[config.mk]
export PLATFORM = sky130hd
export DESIGN_NAME = resource_hazard_dependency_tracker_unit
export DESIGN_NICKNAME = d
export VERILOG_FILES = /design/src/rtl/rhdt_pkg.sv /design/src/rtl/resource_hazard_dependency_tracker_unit.sv
export SDC_FILE = /design/constraint.sdc
export NUM_CORES = 2
export LEC_CHECK = 0
export BUFFER_PORTS_ARGS = -buffer_cell sky130_fd_sc_hd__buf_4
export CAP_MARGIN = 5
export CORE_MARGIN = 2
export CORE_UTILIZATION = 25
export DETAILED_ROUTE_END_ITERATION = 10
export PLACE_DENSITY = 0.4
export SKIP_CTS_REPAIR_TIMING = 1
export SYNTH_ARGS = -nofsm -noshare
export SYNTH_HDL_FRONTEND = slang
export SYNTH_SLANG_ARGS = --single-unit
export TNS_END_PERCENT = 10
[constraint.sdc]
create_clock -name clk_i -period 8.7 [get_ports clk_i]
set_input_delay 0 -clock clk_i [delete_from_list [all_inputs] [get_ports clk_i]]
set_output_delay 0 -clock clk_i [all_outputs]
set_load 0.02 [all_outputs]
[src/rtl/rhdt_pkg.sv]
// Shared types and constants for the resource hazard dependency tracker.
// No dependencies; imported by resource_hazard_dependency_tracker_unit and its testbench.
package rhdt_pkg;

  localparam int unsigned TaskW = 4;
  localparam int unsigned ResW  = 4;
  localparam int unsigned RowW  = 16;
  localparam int unsigned OpW   = 2;

  typedef enum logic [OpW-1:0] {
    OP_RECORD = 2'd0,
    OP_READ   = 2'd1,
    OP_CLEAR  = 2'd2
  } op_e;

  typedef struct packed {
    logic [OpW-1:0]   operation;
    logic [TaskW-1:0] task_req;
    logic [ResW-1:0]  resource;
    logic             shared_read;
  } in_word_t;

  typedef struct packed {
    logic [TaskW-1:0] task_echo;
    logic [RowW-1:0]  depends_on;
    logic [RowW-1:0]  notifies;
  } out_word_t;

endpackage

[src/rtl/resource_hazard_dependency_tracker_unit.sv]
// Resource hazard dependency tracker: group masks per resource, dependency
// and notify rows per task. Depends on rhdt_pkg.
//
// Usage:
//   Input channel (in_valid_i / in_stall_o / in_word_i) carries one word per
//   access: record an access, read back a task's rows, or clear all tables.
//   Output channel (out_valid_o / out_stall_i / out_word_o) returns exactly one
//   word per input word, in order: the task and its (updated) dependency and
//   notify rows. Rows wider than 16 tasks are cut to the low 16 bits.
//   An accepted word goes to the input register, then through the table update
//   into the result register. Throughput: one word per cycle while the receiver
//   does not stall. The single pass between the input register and the result
//   register updates the tables and builds the result from their new values, so
//   each word sees the tables exactly as the previous word left them.
//   Reset clears both valids and every table (all groups and rows empty).
//   When the receiver stalls, the result word holds; the input register keeps
//   its word and in_stall_o rises until the result register frees up.
//   All tables are flip-flops; a clear operation empties all of them together.
module resource_hazard_dependency_tracker_unit
  import rhdt_pkg::*;
#(
  parameter int unsigned TASK_COUNT     = 16,
  parameter int unsigned RESOURCE_COUNT = 16
) (
  input  logic      clk_i,
  input  logic      rst_ni,
  input  logic      in_valid_i,
  output logic      in_stall_o,
  input  in_word_t  in_word_i,
  output logic      out_valid_o,
  input  logic      out_stall_i,
  output out_word_t out_word_o
);

  localparam int unsigned TIdxW = (TASK_COUNT > 1) ? $clog2(TASK_COUNT) : 1;
  localparam int unsigned RIdxW = (RESOURCE_COUNT > 1) ? $clog2(RESOURCE_COUNT) : 1;
  localparam int unsigned TWideW = (TIdxW > TaskW) ? TIdxW : TaskW;
  localparam int unsigned RWideW = (RIdxW > ResW) ? RIdxW : ResW;
  localparam int unsigned MaskWideW = (TASK_COUNT > RowW) ? TASK_COUNT : RowW;

  typedef logic [TASK_COUNT-1:0] mask_t;

  // Input register
  logic     in_valid_q;
  in_word_t in_word_q;

  // Result register
  logic      out_valid_q;
  out_word_t out_word_q;

  // Tables
  mask_t prev_grp_q [RESOURCE_COUNT];
  mask_t open_grp_q [RESOURCE_COUNT];
  mask_t dep_row_q  [TASK_COUNT];
  mask_t ntf_row_q  [TASK_COUNT];
  mask_t prev_grp_d [RESOURCE_COUNT];
  mask_t open_grp_d [RESOURCE_COUNT];
  mask_t dep_row_d  [TASK_COUNT];
  mask_t ntf_row_d  [TASK_COUNT];

  logic             out_free;
  logic             proc_fire;
  logic             in_accept;
  logic [TWideW-1:0] task_wide;
  logic [RWideW-1:0] res_wide;
  logic [TIdxW-1:0] task_idx;
  logic [RIdxW-1:0] res_idx;
  logic             task_ok;
  logic             res_ok;
  logic             is_write;
  mask_t            task_bit;
  mask_t            deps;
  logic [MaskWideW-1:0] dep_wide;
  logic [MaskWideW-1:0] ntf_wide;
  out_word_t        result_d;

  // Handshake: result register frees when empty or being taken.
  assign out_free   = !out_valid_q || !out_stall_i;
  assign proc_fire  = in_valid_q && out_free;
  assign in_stall_o = in_valid_q && !out_free;
  assign in_accept  = in_valid_i && !in_stall_o;

  assign out_valid_o = out_valid_q;
  assign out_word_o  = out_word_q;

  always_ff @(posedge clk_i or negedge rst_ni) begin
    if (!rst_ni) begin
      in_valid_q <= 1'b0;
    end else if (in_accept) begin
      in_valid_q <= 1'b1;
    end else if (proc_fire) begin
      in_valid_q <= 1'b0;
    end
  end

  always_ff @(posedge clk_i) begin
    if (in_accept) begin
      in_word_q <= in_word_i;
    end
  end

  // Index decode with range checks
  assign task_wide = TWideW'(in_word_q.task_req);
  assign res_wide  = RWideW'(in_word_q.resource);
  assign task_idx  = task_wide[TIdxW-1:0];
  assign res_idx   = res_wide[RIdxW-1:0];
  assign task_ok   = 32'(in_word_q.task_req) < 32'(TASK_COUNT);
  assign res_ok    = 32'(in_word_q.resource) < 32'(RESOURCE_COUNT);
  assign is_write  = !in_word_q.shared_read;
  assign task_bit  = mask_t'(1) << task_idx;

  // Table update for the word in the input register
  always_comb begin
    prev_grp_d = prev_grp_q;
    open_grp_d = open_grp_q;
    dep_row_d  = dep_row_q;
    ntf_row_d  = ntf_row_q;
    deps       = '0;
    if (proc_fire) begin
      case (in_word_q.operation)
        OP_CLEAR: begin
          for (int r = 0; r < RESOURCE_COUNT; r++) begin
            prev_grp_d[r] = '0;
            open_grp_d[r] = '0;
          end
          for (int t = 0; t < TASK_COUNT; t++) begin
            dep_row_d[t] = '0;
            ntf_row_d[t] = '0;
          end
        end
        OP_RECORD: begin
          if (task_ok && res_ok) begin
            if (!is_write) begin
              // reader waits on the last writer group and joins the readers
              deps = prev_grp_q[res_idx];
              open_grp_d[res_idx] = open_grp_q[res_idx] | task_bit;
            end else begin
              // writer waits on open readers, else on the previous group
              deps = (open_grp_q[res_idx] != '0) ? open_grp_q[res_idx]
                                                 : prev_grp_q[res_idx];
              prev_grp_d[res_idx] = task_bit;
              open_grp_d[res_idx] = '0;
            end
            dep_row_d[task_idx] = dep_row_q[task_idx] | deps;
            for (int t = 0; t < TASK_COUNT; t++) begin
              if (deps[t]) begin
                ntf_row_d[t] = ntf_row_q[t] | task_bit;
              end
            end
          end
        end
        default: begin
          // read back, tables unchanged
        end
      endcase
    end
  end

  // Result from the updated tables
  always_comb begin
    dep_wide = task_ok ? MaskWideW'(dep_row_d[task_idx]) : '0;
    ntf_wide = task_ok ? MaskWideW'(ntf_row_d[task_idx]) : '0;
    result_d.task_echo  = in_word_q.task_req;
    result_d.depends_on = dep_wide[RowW-1:0];
    result_d.notifies   = ntf_wide[RowW-1:0];
  end

  always_ff @(posedge clk_i or negedge rst_ni) begin
    if (!rst_ni) begin
      for (int r = 0; r < RESOURCE_COUNT; r++) begin
        prev_grp_q[r] <= '0;
        open_grp_q[r] <= '0;
      end
      for (int t = 0; t < TASK_COUNT; t++) begin
        dep_row_q[t] <= '0;
        ntf_row_q[t] <= '0;
      end
    end else begin
      prev_grp_q <= prev_grp_d;
      open_grp_q <= open_grp_d;
      dep_row_q  <= dep_row_d;
      ntf_row_q  <= ntf_row_d;
    end
  end

  always_ff @(posedge clk_i or negedge rst_ni) begin
    if (!rst_ni) begin
      out_valid_q <= 1'b0;
    end else begin
      out_valid_q <= proc_fire || (out_valid_q && out_stall_i);
    end
  end

  always_ff @(posedge clk_i) begin
    if (proc_fire) begin
      out_word_q <= result_d;
    end
  end

`ifndef SYNTH
  // A new result only appears after a word was processed.
  a_out_from_proc: assert property (@(posedge clk_i) disable iff (!rst_ni)
    $rose(out_valid_q) |-> $past(proc_fire))
    else $error("result valid without a processed word");

  // A clear reports empty rows.
  a_clear_result: assert property (@(posedge clk_i) disable iff (!rst_ni)
    proc_fire && (in_word_q.operation == OP_CLEAR)
    |=> (out_word_q.depends_on == '0) && (out_word_q.notifies == '0))
    else $error("clear returned nonempty rows");

  // After a write the writer alone forms the previous group.
  a_write_group: assert property (@(posedge clk_i) disable iff (!rst_ni)
    proc_fire && (in_word_q.operation == OP_RECORD) && task_ok && res_ok && is_write
    |=> $onehot(prev_grp_q[$past(res_idx)]) && (open_grp_q[$past(res_idx)] == '0))
    else $error("write left group masks inconsistent");

  // A task outside the table reports empty rows.
  a_bad_task_rows: assert property (@(posedge clk_i) disable iff (!rst_ni)
    out_valid_q && (32'(out_word_q.task_echo) >= 32'(TASK_COUNT))
    |-> (out_word_q.depends_on == '0) && (out_word_q.notifies == '0))
    else $error("out-of-range task reported rows");
`endif

endmodule

* Word level (Yosys, flattened, before mapping)
Cells that the tools add are included. W data, S select, Z words.
Word-level totals: flip-flop bits (word level) 1073, input port bits 15, output and inout port bits 38, logic and storage cells 172
Cells by class: $lt $le $gt $ge 4, equal/unequal tests 2, shift-type cells 1, multiplexer cells 52, bitwise logic cells 22, reduce and logical (&&, ||, !) cells 18
Operators with widths (number):
- $pmux W256 S2 | 4
- $mux W256 | 4
- $bwmux W256 | 3
- $mux W16 | 32
- $bmux W16 S4 | 5
- $or A16 B16 Y16 | 18
- $and A256 B256 Y256 | 1
- $not A256 Y256 | 1
- $demux W16 S4 | 2
- $reduce_bool A16 Y1 | 1
- $shl A1 B4 Y16 const A | 1
- $ge A5 B5 Y1 const B | 2
- $lt A5 B1 Y1 const B | 2
- $not A4 Y5 | 2
- $logic_and A1 B1 Y1 | 6
- $logic_not A1 Y1 | 4
- $reduce_bool A2 Y1 | 2
- $reduce_and A3 Y1 | 1
- $eq A2 B2 Y1 const B | 1
- $logic_not A2 Y1 | 1
- $logic_or A1 B1 Y1 | 2
- $mux W1 | 2
- $ne A2 B2 Y1 const B | 1
- $reduce_and A2 Y1 | 1

* Logic depth before layout (Yosys ltp)
word-level depth 16, depth in mapped cells 15, depth with buffers taken out 11

* Worst setup path before layout
No wires, ideal clock.
path kind register -> register, start register in_word_q, in the netlist res_idx[1], end register out_word_q, in the netlist out_word_o[22], data pin, arrival 4.007 ns, data required time 8.434 ns, setup slack 4.427 ns, stages on the path, launching flop included 15, path buffers 4, cells stage by stage edfxtp_1 > clkbuf_1 > buf_2 > clkbuf_1 > mux4_2 > a22o_1 > nor2_1 > nand4bb_1 > o41ai_4 > mux2_2 > or2_2 > buf_2 > a22o_1 > a221oi_1 > nor4_1
RTL lines:
- from (decl) | line resource_hazard_dependency_tracker_unit.sv:45 | in_word_t in_word_q;
- from (signal assigned) | line resource_hazard_dependency_tracker_unit.sv:98 | in_word_q <= in_word_i;
- to (signal assigned) | line resource_hazard_dependency_tracker_unit.sv:196 | out_word_q <= result_d;
- to (decl) | line resource_hazard_dependency_tracker_unit.sv:49 | out_word_t out_word_q;

* Final worst setup path
start register in_word_q, in the netlist res_idx[0], end register out_word_q, in the netlist out_word_o[10], data pin
Between the ends: longest elaborated chain between the ends 15, elaborated cells on any way between the ends 33
Ends and longest elaborated chain:
- $not A4 Y5 (implied by the code) * | line resource_hazard_dependency_tracker_unit.sv:135, resource_hazard_dependency_tracker_unit.sv:139, resource_hazard_dependency_tracker_unit.sv:140
- $bmux W16 S4 | line resource_hazard_dependency_tracker_unit.sv:139 | deps = (open_grp_q[res_idx] != '0) ? open_grp_q[res_idx]
- $mux W16 (implied by the code) (2 in a row) | line resource_hazard_dependency_tracker_unit.sv:139
- $reduce_bool A16 Y1 | line resource_hazard_dependency_tracker_unit.sv:139
- $mux W16 | line resource_hazard_dependency_tracker_unit.sv:139
- $mux W16 * | line resource_hazard_dependency_tracker_unit.sv:133 | if (!is_write) begin
- $mux W16 * | line resource_hazard_dependency_tracker_unit.sv:120 | case (in_word_q.operation)
- $mux W16 * | line resource_hazard_dependency_tracker_unit.sv:119 | if (proc_fire) begin
- $mux W16 | line resource_hazard_dependency_tracker_unit.sv:146 | if (deps[t]) begin
- $pmux W256 S2 * | line resource_hazard_dependency_tracker_unit.sv:120
- $mux W256 * | line resource_hazard_dependency_tracker_unit.sv:119
- $bmux W16 S4 * | line resource_hazard_dependency_tracker_unit.sv:162 | ntf_wide = task_ok ? MaskWideW'(ntf_row_d[task_idx]) : '0;
- $mux W16 (implied by the code) * (2 in a row) | line resource_hazard_dependency_tracker_unit.sv:162
- named net ntf_wide[10] | line resource_hazard_dependency_tracker_unit.sv:74 | logic [MaskWideW-1:0] ntf_wide;
The timed path passes the listed nets; every way through them passes the cells marked *. The select of a mux whose other input is x is not followed. A chain may end at the register's enable or synchronous reset.

==> impl_metrics.tcl <==
set metrics [dict create \
    grt_pass1_wl_um 322000 \
    dpl.hpwl_um 133000 \
    crit_type "flop to flop" \
    multi_input_area_um2 22500 \
    drive_gt1_frac 0.165 \
    synth_area_um2 51000 \
    synth_edf_count 47 \
    synthToLayoutAreaGrowth_pct 16.9 \
    vias 41889 \
    final_common_cell "dfrtp_1" \
    drtIter0Drc 4606 \
    antenna_found_initial 2 \
    clk_path_buf_depth 3 \
    dp_slack_ns 3.08 \
    ir_drop_mv 0.198 \
    dr.pass1.iters 7 \
    synth_ff_type "dfrtp_1" \
    cpLargestDelayFamily "buffers and inverters" \
    utilization 0.294 \
    wirelength_um 224000 \
    critPathArrivalTime_ns 6.15 \
    ant_nets 0 \
    synthCells 4703 \
    hold_slack_ns 0.00565 \
    hold_viol 0 \
    start_kind "flop" \
    async_flop_share 0.956 \
    path_cells "buf_12 -> buf_4 -> mux4_2 -> mux2_2 -> a21oi_1 -> mux2_2 -> o21ai_2 -> buf_4 -> a21oi_1 -> nor3_1 -> a2111oi_0 -> nand3_1" \
    coreArea_um2 203000 \
    grt_pass1_vias 41466 \
    cts.sinks 1073 \
    die-area_um2 208000 \
    seq_area_um2 27100 \
    drv_slew 0 \
    fin_skew_ns 0.0339 \
    setup-tns-final_ns 0 \
    start_util 0.252 \
    drc 0 \
    cp_max_fo 99 \
    final_cell_mix "dfrtp_1 (1026), nand2_1 (507), a22o_1 (432)" \
    clock_tree.root_cell "clkbuf_16" \
    hp-class "input pin to flop" \
    setup_viol 0 \
    syn_avg_cell_area_um2 10.8 \
    dieWidth_um 456 \
    grt_max_degree 159 \
    period_needed_ns 5.68 \
    synth_nets 4718 \
    ys_warn_count 0 \
    setup_slack_ns 3.02 \
    drv_cap 0 \
    cellLeakagePower_uw 0.0252 \
    relSlewSlack 0.0931 \
    die_h_um 456 \
    wl_per_cell_um 30.1 \
    grt_overflow 0 \
    cts_tree "done" \
    clk_pin_slew_worst_paths_ns 0.06 \
    htreeDepth 4 \
    rsz0062_at_grt "no" \
    fin_nets 4700 \
    fin_crit_sh 0.653 \
    fmax_mhz 176 \
    dpl-instance-area_um2 55000 \
    endpoint_kind "flop" \
    numCtsBuffers 132 \
    fillers 20767 \
    n_antenna_cell 0 \
    crit_path_top_delay_cell "buf_4" \
    grt_use_total 0.210 \
    worst_slew_pin_slew_ns 1.36 \
    row_count 165 \
    critPathBufInv 3 \
    max_stage_delay_ns 0.88 \
    globalplace.congestion 0.818 \
    numPortBuffers 52 \
    yosysSeqAreaShare 0.531 \
    power_density_nw_per_um2 228 \
    vias_per_cell 5.61 \
    design_area_um2 59600 \
    worstSkewPairLatency_ns 0.78 \
    required_ns 9.17 \
    status "complete, no violations" \
    ys_seq_elements 1073 \
    pin_count 53 \
    yosysUniqueCellTypes 77 \
]
-- sequential cells by signal, indices dropped and copies added (netlist names) --
signal and flops:
dep_row_q 256, ntf_row_q 256, open_grp_q 256, prev_grp_q 256, out_word_o 36, res_idx 4
task_idx 4, in_word_q 3, in_valid_q 1, out_valid_o 1
-- routing by layer --
metal  vias up  part of all wire  track usage
li1      17651                 -            -
met1     22305              0.44        0.290
met2      1604              0.47        0.334
met3       327             0.059       0.0361
met4         2             0.032       0.0687
met5         -          0.000076            0
-- metrics by stage --
| stage | std cells | power [uW] |
|---|---|---|
| floorplan | 4703 | 7000 |
| global placement | 7194 | 8040 |
| detailed placement | 7195 | 8070 |
| CTS | 7433 | 13700 |
| global route | 7461 | 14100 |
| finish | 7461 | 13600 |
-- report_power, final --
group / leakage, uW / total, uW / switching (uW) / internal (uW)
Sequential: 0.0147 / 5780 / 338 / 5440
Clock: 0.00213 / 5610 / 2340 / 3270
Combinational: 0.00838 / 2240 / 1590 / 650
-- cell usage after synthesis, types with 47 or more instances --
cell / number / share of area
edfxtp_1: 47 / 0.028
nand2_1: 507 / 0.037
o21ai_1: 60 / 0.0059
a21oi_1: 320 / 0.031
mux4_2: 214 / 0.094
clkbuf_1: 358 / 0.026
o21ai_0: 413 / 0.041
nand3_1: 51 / 0.0050
nor3_1: 62 / 0.0061
nor2_1: 446 / 0.033
a22oi_1: 291 / 0.043
dfrtp_1: 1026 / 0.50
a22o_1: 432 / 0.074
-- path summary, 6_finish.rpt --
path                                        start                           to  slack, ns  cells past startpoint
max in group asynchronous                  rst_ni  open_grp_q[209]$_DFFE_PN0P_       6.07                      5
min in group asynchronous                  rst_ni     dep_row_q[102]$_DFF_PN0_       0.36                      3
max                          res_idx[0]$_DFFE_PP_     out_word_o[10]$_DFFE_PP_       3.02                     12
max reg2reg                  res_idx[0]$_DFFE_PP_     out_word_o[10]$_DFFE_PP_       3.02                     12
min                                  in_word_i[2]         res_idx[1]$_DFFE_PP_      0.006                      2
min reg2reg                in_valid_q$_DFFE_PN0P_        out_valid_o$_DFF_PN0_       0.48                      1
-- cells by family (layout without fill, tap and decap cells) --
kind of cell | Yosys count | after routing | share of synthesized area
AOI/OAI and AO/OA | 1737 | 1737 | 0.231
buffers and inverters | 447 | 533 | 0.0350
and+or+nand+nor | 1180 | 1180 | 0.0959
muxes | 266 | 266 | 0.107
DFF | 1073 | 1073 | 0.531
-- layout make-up --
cell class	instances	share of cell area
tap	2672	0.0561
clock buffer	204	0.0667
timing repair buffer	285	0.0396
sequential	1073	0.454
inverter	10	0.000630
clock inverter	34	0.00581
multi-input combinational	3183	0.377
Power figures use the tool's default switching activity.
